[src/rtl/sfd_pkg.sv]
// shared constants and types for the sync frame decoder with crc16 check
// no dependencies; used by sync_frame_decoder_crc16_top
package sfd_pkg;

  // framing bytes
  localparam logic [7:0] SYNC_FIRST  = 8'hEB;
  localparam logic [7:0] SYNC_SECOND = 8'h90;
  localparam logic [7:0] TAIL_BYTE   = 8'hED;

  // crc16-ccitt, msb first, no final xor
  localparam logic [15:0] CRC_POLY = 16'h1021;
  localparam logic [15:0] CRC_INIT = 16'hFFFF;

  // result status codes
  localparam logic [1:0] STATUS_NONE   = 2'd0;
  localparam logic [1:0] STATUS_REJECT = 2'd1;
  localparam logic [1:0] STATUS_DATA   = 2'd2;

  // frame positions before the payload
  localparam int unsigned POS_SYNC1   = 0;
  localparam int unsigned POS_SYNC2   = 1;
  localparam int unsigned POS_MSG_ID  = 2;
  localparam int unsigned POS_LENGTH  = 3;
  localparam int unsigned POS_PAYLOAD = 4;

  // control sequencer, one-hot
  typedef enum logic [3:0] {
    ST_IDLE = 4'b0001,  // waiting for a byte
    ST_CRC  = 4'b0010,  // shifting one payload byte through the crc
    ST_READ = 4'b0100,  // payload memory read in flight
    ST_OUT  = 4'b1000   // result held on the output
  } state_t;

endpackage

[src/rtl/sync_frame_decoder_crc16_top.sv]
// sync frame decoder: sync hunt, length/tail/crc16 check, payload readout
// depends on sfd_pkg (constants, state type)
//
// throughput: a header, crc or tail byte is taken directly while idle; a data byte
// is accepted and then shifted bit by bit through the bit-serial crc, with in_stall high.
// a reject result is shown the cycle after the causing byte; a good frame
// gives its results one by one (payload memory read, then output, held while out_stall).
// reset (synchronous, rst_n low): hunt restarts at the first sync byte,
// crc = 0xffff, no result pending; the payload memory is not cleared
module sync_frame_decoder_crc16_top #(
  parameter int unsigned PAYLOAD_BYTES = 64
) (
  input  logic       clk,
  input  logic       rst_n,
  // input channel
  input  logic       in_valid,
  output logic       in_stall,
  input  logic [7:0] in_rx_byte,
  // result channel
  output logic       out_valid,
  input  logic       out_stall,
  output logic [1:0] out_status,
  output logic [7:0] out_message_id,
  output logic [7:0] out_payload_byte,
  output logic [5:0] out_byte_index,
  output logic       out_last
);

  // data bytes are covered by the crc, the last two carry the crc itself
  localparam int unsigned DATA_BYTES = PAYLOAD_BYTES - 2;
  localparam int unsigned POS_TAIL   = sfd_pkg::POS_PAYLOAD + PAYLOAD_BYTES;
  localparam int unsigned POS_W      = $clog2(POS_TAIL + 1);
  localparam int unsigned IDX_W      = $clog2(DATA_BYTES);
  localparam logic [7:0]  LEN_BYTE   = 8'(PAYLOAD_BYTES);

  localparam logic [POS_W-1:0] P_SYNC1   = POS_W'(sfd_pkg::POS_SYNC1);
  localparam logic [POS_W-1:0] P_SYNC2   = POS_W'(sfd_pkg::POS_SYNC2);
  localparam logic [POS_W-1:0] P_MSG_ID  = POS_W'(sfd_pkg::POS_MSG_ID);
  localparam logic [POS_W-1:0] P_LENGTH  = POS_W'(sfd_pkg::POS_LENGTH);
  localparam logic [POS_W-1:0] P_PAYLOAD = POS_W'(sfd_pkg::POS_PAYLOAD);
  localparam logic [POS_W-1:0] P_TAIL    = POS_W'(POS_TAIL);
  localparam logic [POS_W-1:0] P_DATA    = POS_W'(DATA_BYTES);
  localparam logic [POS_W-1:0] P_CRC_HI  = POS_W'(DATA_BYTES + 1);
  localparam logic [POS_W-1:0] P_ONE     = POS_W'(1);
  localparam logic [IDX_W-1:0] IDX_LAST  = IDX_W'(DATA_BYTES - 1);
  localparam logic [IDX_W-1:0] IDX_ONE   = IDX_W'(1);

  // control registers
  sfd_pkg::state_t  state_r, state_nxt;
  logic [POS_W-1:0] pos_r, pos_nxt;
  logic [7:0]       msg_id_r, msg_id_nxt;
  logic [15:0]      crc_r, crc_nxt;
  logic [2:0]       bit_cnt_r, bit_cnt_nxt;
  logic [IDX_W-1:0] rd_idx_r, rd_idx_nxt;
  logic             err_r, err_nxt;

  // payload registers
  logic [7:0]       shift_r, shift_nxt;
  logic [7:0]       crc_lo_r, crc_lo_nxt;
  logic [7:0]       crc_hi_r, crc_hi_nxt;
  logic [7:0]       rd_data_r;

  // payload memory, data bytes only; the crc bytes sit in crc_lo_r/crc_hi_r
  logic [7:0]       payload_mem [DATA_BYTES];

  logic             in_fire;
  logic             out_fire;
  logic [POS_W-1:0] data_pos;   // position within the payload
  logic             crc_fb;     // feedback bit of the serial crc

  assign in_stall = (state_r != sfd_pkg::ST_IDLE);
  assign in_fire  = in_valid && !in_stall;
  assign out_fire = out_valid && !out_stall;
  assign data_pos = pos_r - P_PAYLOAD;
  assign crc_fb   = crc_r[15] ^ shift_r[7];

  // result fields straight from registers, stable while held
  assign out_valid        = (state_r == sfd_pkg::ST_OUT);
  assign out_status       = err_r ? sfd_pkg::STATUS_REJECT : sfd_pkg::STATUS_DATA;
  assign out_message_id   = msg_id_r;
  assign out_payload_byte = err_r ? 8'd0 : rd_data_r;
  assign out_byte_index   = err_r ? 6'd0 : 6'(rd_idx_r);
  assign out_last         = err_r || (rd_idx_r == IDX_LAST);

  always_comb begin
    state_nxt   = state_r;
    pos_nxt     = pos_r;
    msg_id_nxt  = msg_id_r;
    crc_nxt     = crc_r;
    bit_cnt_nxt = bit_cnt_r;
    rd_idx_nxt  = rd_idx_r;
    err_nxt     = err_r;
    shift_nxt   = shift_r;
    crc_lo_nxt  = crc_lo_r;
    crc_hi_nxt  = crc_hi_r;

    case (state_r)
      sfd_pkg::ST_IDLE: begin
        if (in_fire) begin
          if (pos_r == P_SYNC1) begin
            if (in_rx_byte == sfd_pkg::SYNC_FIRST) begin
              pos_nxt = P_SYNC2;
            end
          end else if (pos_r == P_SYNC2) begin
            // a repeated first sync byte keeps the hunt one step in
            if (in_rx_byte == sfd_pkg::SYNC_SECOND) begin
              pos_nxt = P_MSG_ID;
            end else if (in_rx_byte == sfd_pkg::SYNC_FIRST) begin
              pos_nxt = P_SYNC2;
            end else begin
              pos_nxt = P_SYNC1;
            end
          end else if (pos_r == P_MSG_ID) begin
            msg_id_nxt = in_rx_byte;
            pos_nxt    = P_LENGTH;
          end else if (pos_r == P_LENGTH) begin
            if (in_rx_byte != LEN_BYTE) begin
              pos_nxt   = P_SYNC1;
              err_nxt   = 1'b1;
              state_nxt = sfd_pkg::ST_OUT;
            end else begin
              crc_nxt = sfd_pkg::CRC_INIT;
              pos_nxt = P_PAYLOAD;
            end
          end else if (pos_r < P_TAIL) begin
            pos_nxt = pos_r + P_ONE;
            if (data_pos < P_DATA) begin
              shift_nxt   = in_rx_byte;
              bit_cnt_nxt = 3'd0;
              state_nxt   = sfd_pkg::ST_CRC;
            end else if (data_pos == P_DATA) begin
              crc_lo_nxt = in_rx_byte;
            end else if (data_pos == P_CRC_HI) begin
              crc_hi_nxt = in_rx_byte;
            end
          end else begin
            // tail byte: a bad tail and a crc mismatch give the same reject result
            pos_nxt = P_SYNC1;
            if (in_rx_byte != sfd_pkg::TAIL_BYTE || {crc_hi_r, crc_lo_r} != crc_r) begin
              err_nxt   = 1'b1;
              state_nxt = sfd_pkg::ST_OUT;
            end else begin
              err_nxt    = 1'b0;
              rd_idx_nxt = '0;
              state_nxt  = sfd_pkg::ST_READ;
            end
          end
        end
      end
      sfd_pkg::ST_CRC: begin
        // one message bit per cycle, msb first
        crc_nxt     = {crc_r[14:0], 1'b0} ^ (crc_fb ? sfd_pkg::CRC_POLY : 16'h0000);
        shift_nxt   = {shift_r[6:0], 1'b0};
        bit_cnt_nxt = bit_cnt_r + 3'd1;
        if (bit_cnt_r == 3'd7) begin
          state_nxt = sfd_pkg::ST_IDLE;
        end
      end
      sfd_pkg::ST_READ: begin
        state_nxt = sfd_pkg::ST_OUT;
      end
      sfd_pkg::ST_OUT: begin
        if (out_fire) begin
          if (out_last) begin
            err_nxt   = 1'b0;
            state_nxt = sfd_pkg::ST_IDLE;
          end else begin
            rd_idx_nxt = rd_idx_r + IDX_ONE;
            state_nxt  = sfd_pkg::ST_READ;
          end
        end
      end
      default: begin
        state_nxt = sfd_pkg::ST_IDLE;
      end
    endcase
  end

  always_ff @(posedge clk) begin
    if (!rst_n) begin
      state_r   <= sfd_pkg::ST_IDLE;
      pos_r     <= P_SYNC1;
      msg_id_r  <= 8'd0;
      crc_r     <= sfd_pkg::CRC_INIT;
      bit_cnt_r <= 3'd0;
      rd_idx_r  <= '0;
      err_r     <= 1'b0;
    end else begin
      state_r   <= state_nxt;
      pos_r     <= pos_nxt;
      msg_id_r  <= msg_id_nxt;
      crc_r     <= crc_nxt;
      bit_cnt_r <= bit_cnt_nxt;
      rd_idx_r  <= rd_idx_nxt;
      err_r     <= err_nxt;
    end
  end

  always_ff @(posedge clk) begin
    shift_r  <= shift_nxt;
    crc_lo_r <= crc_lo_nxt;
    crc_hi_r <= crc_hi_nxt;
  end

  // payload memory: write on a data byte transaction, registered read
  always_ff @(posedge clk) begin
    if (in_fire && pos_r >= P_PAYLOAD && pos_r < P_TAIL && data_pos < P_DATA) begin
      payload_mem[data_pos[IDX_W-1:0]] <= in_rx_byte;
    end
  end

  always_ff @(posedge clk) begin
    rd_data_r <= payload_mem[rd_idx_r];
  end

endmodule
[config.mk]
export PLATFORM = sky130hd
export DESIGN_NAME = sync_frame_decoder_crc16_top
export DESIGN_NICKNAME = d
export VERILOG_FILES = /design/src/rtl/sfd_pkg.sv /design/src/rtl/sync_frame_decoder_crc16_top.sv
export SDC_FILE = /design/constraint.sdc
export NUM_CORES = 1
export LEC_CHECK = 0
export BUFFER_PORTS_ARGS = -buffer_cell sky130_fd_sc_hd__buf_2
export CAP_MARGIN = 20
export CORE_UTILIZATION = 35
export DETAILED_ROUTE_END_ITERATION = 16
export MAX_ROUTING_LAYER = met4
export PLACE_DENSITY = 0.57
export SYNTH_ARGS = -nofsm -noshare
export SYNTH_HDL_FRONTEND = slang
export SYNTH_SLANG_ARGS = --single-unit
[constraint.sdc]
create_clock -name clk -period 3.9 [get_ports clk]
set_input_delay 0.78 -clock clk [delete_from_list [all_inputs] [get_ports clk]]
set_output_delay 0.78 -clock clk [all_outputs]
set_load 0.02 [all_outputs]
==> results.py <==
metrics = {
    "final_layout": {
        "antennaDiodeCount": 0,
        "multiInputGateArea_um2": 5844,
        "final_nets": 1333,
        "drive_above_1_share_pct": 29.35,
        "seq_area_um2": 16690,
        "area_growth_pct": 15.85,
        "fill_cells": 5783,
        "finalInstanceArea_um2": 26470,
        "final_util_pct": 41.07,
    },
    "sta": {
        "finClkSkew_ns": 0.01760,
        "fin_crit_ns": 3.439,
        "hold_ws_ns": 0.4911,
        "layout_setup_ws_ns": 0.4611,
        "worst_slew_pin_slew_ns": 1.009,
        "slew_violations": 0,
        "tns_ns": 0,
        "setup_viol": 0,
        "fin_crit_sh_pct": 88.18,
        "rsz0062_at_grt": "no",
        "relSlewSlack_pct": 32.61,
        "hold_viol_final": 0,
        "fmax_mhz": 290.8,
    },
    "detailed_routing": {
        "num_vias": 11550,
        "dr.pass1.iters": 5,
        "viasPerCell": 5.224,
        "ant_nets": 0,
        "wl_mm": 53.46,
        "drcViolationCount": 0,
        "drt-initial-drc-count": 973,
        "wl_per_cell_um": 24.18,
    },
    "grt": {
        "grt_max_degree": 68,
        "met1_usage_pct": 23.31,
        "top_usage_layer": "met2",
        "grt_overflow_total": 0,
        "met3_usage_pct": 2.630,
        "grt_antenna_before_repair": 6,
        "met2_usage_pct": 25.79,
        "grt_use_total_pct": 16.85,
        "grt_pass1_vias": 11680,
        "grt_pass1_wl_mm": 79.81,
    },
    "run": {
        "maxCapViolCount": 0,
    },
    "synthesis": {
        "synth.most_common_cell": "edfxtp_1",
        "ys.flop_type": "edfxtp_1",
        "synthDominantCellAreaShare_pct": 68.33,
        "synthSimpleGateAreaFrac_pct": 5.141,
        "avgSynthCellArea_um2": 19.35,
        "synth_area_leaders": "edfxtp_1 68%, mux4_2 16%, dfxtp_1 4.6%, nor2_1 1.5%, nand2_1 1.1%",
        "synth_common_cells": "520 x edfxtp_1, 160 x mux4_2, 92 x nor2_1",
        "synth_mux_area_share_pct": 16.51,
        "synth_top_family_by_area": "multiplexers",
        "synth_cell_types": 61,
        "ys_seq_area_share_pct": 72.97,
        "synth_top_area_cell": "edfxtp_1",
        "async_flop_share_pct": 0,
        "synth-edff-count": 520,
        "syn_area_um2": 22850,
        "synth-compound-area-share_pct": 2.316,
        "ys_warn_count": 0,
        "synthAdderAreaFrac_pct": 0.6570,
        "synth_seq_cells": 573,
        "synth_xor_area_share_pct": 0.9198,
        "synthCells": 1181,
        "syn_nets": 1205,
    },
    "floorplanning": {
        "die_h_um": 257.5,
        "start_util_pct": 35.45,
        "core_um2": 64460,
        "fp.dieArea_um2": 66320,
        "ioPinCount": 39,
        "die_x_um": 257.5,
        "num_rows": 93,
    },
    "worst_setup_path": {
        "cp.arrival_ns": 3.74,
        "path_depth": 9,
        "crit_path_end_kind": "flop",
        "start_kind": "flop",
        "cp.required_ns": 4.20,
        "worstPathMaxFanout": 9,
        "cp_slowest_stage_delay_ns": 0.75,
        "crit_type": "reg -> reg",
        "r2r_cells": 9,
        "worstPathCellList": "inv_1 > ha_1 > nor3b_2 > xnor2_1 > nand4b_1 > a211oi_1 > nand2_1 > nor2_1 > buf_4",
        "crit_family": "simple AND/OR/NAND/NOR gates",
        "critPathSlowestCell": "a211oi_1",
        "path_buf_inv": 2,
    },
    "clocking": {
        "cts-root-to-sink-buffers": 3,
        "path_clk_slew_ns": 0.06,
        "hold_buffers": 0,
        "cts_tree": "done",
        "clkLatencyLatePin_ns": 0.61,
        "numClockSinks": 573,
        "cts_buffers": 57,
        "htreeDepth": 2,
        "post_cts_buffers": 0,
        "cts_resized": 0,
        "cts_root_buf": "clkbuf_16",
    },
    "placed_design": {
        "io_buffers": 38,
        "place_ws_ns": 0.4688,
        "routabilityCongestion": 0.8289,
        "dp_hpwl_mm": 34.72,
        "place_area_um2": 24600,
    },
    "power": {
        "p_leak_nw": 8.222,
        "ir_worst_vdd_v": 0.0003051,
        "power_per_cell_area_nw_per_um2": 465.6,
    },
    "hold_path": {
        "hold_depth": 2,
        "worstHoldPathType": "reg -> reg",
    },
    "run_status": {
        "status": "completed",
    },
}
==> metrics by stage <==
step / std cells / power (mW)
after global routing: 2211 / 12.67
after global placement: 2105 / 6.959
final: 2211 / 12.33
after CTS: 2211 / 12.45
after floorplan: 1181 / 6.835
after detailed placement: 2105 / 6.964
==> final timing paths <==
kind,from,end,slack [ns]
setup / recovery,pos_r[2],payload_mem[41][0],0.46
hold / removal,out_message_id[3],out_message_id[3],0.49
setup reg to reg,pos_r[2],payload_mem[41][0],0.46
hold reg to reg,out_message_id[3],out_message_id[3],0.49
==> final cells by class <==
type / count / share of cell area, %
multi-input combinational: 533 / 22.08
sequential: 573 / 63.03
tap: 855 / 4.041
clock buffer: 63 / 5.553
inverter: 14 / 0.1985
timing repair buffer: 130 / 3.564
clock inverter: 43 / 1.541
==> cell families after synthesis <==
family	after synthesis
fa+ha+maj	12
buf+inv	75
simple gates	241
xor+xnor	24
mux	176
flops	573
compound gates	80
==> worst reg2reg max path, delay by kind of cell, from the launching register on <==
family,cells,cell delay (ns)
compound gates,1,0.75
xor+xnor,1,0.18
fa+ha+maj,1,0.35
buf+inv,2,0.40
flops,1,0.34
simple gates,4,1.13
==> metal layers <==
| layer | vias to the layer above | share of wire [%] |
|---|---|---|
| met3 | 72 | 5.4 |
| met5 | - | 0 |
| met4 | 0 | 2.3 |
| li1 | 5073 | - |
| met2 | 338 | 48 |
| met1 | 6068 | 45 |
==> flip-flops by register name, indices dropped and copies added, names as in the netlist <==
register        flops
out_message_id      8
state_r             4
crc_hi_r            8
err_r               1
pos_r               7
crc_lo_r            8
rd_idx_r            6
bit_cnt_r           3
shift_r             8
payload_mem       496
rd_data_r           8
crc_r              16
==> cells in the final DEF, fill, tap and decap left out, types with 21 or more instances in the layout <==
cell	instances
edfxtp_1	520
buf_2	38
mux4_2	160
nand2_1	65
nor2_1	92
xnor2_1	21
clkbuf_16	58
buf_4	87
dfxtp_1	49
==> report_power, final <==
part	internal, mW	switching, mW	leakage [nW]
Clock	3.18	2.32	0.913
Sequential	6.69	0.000175	5.10
Combinational	0.0184	0.125	2.20
Power figures use the tool's default switching activity.
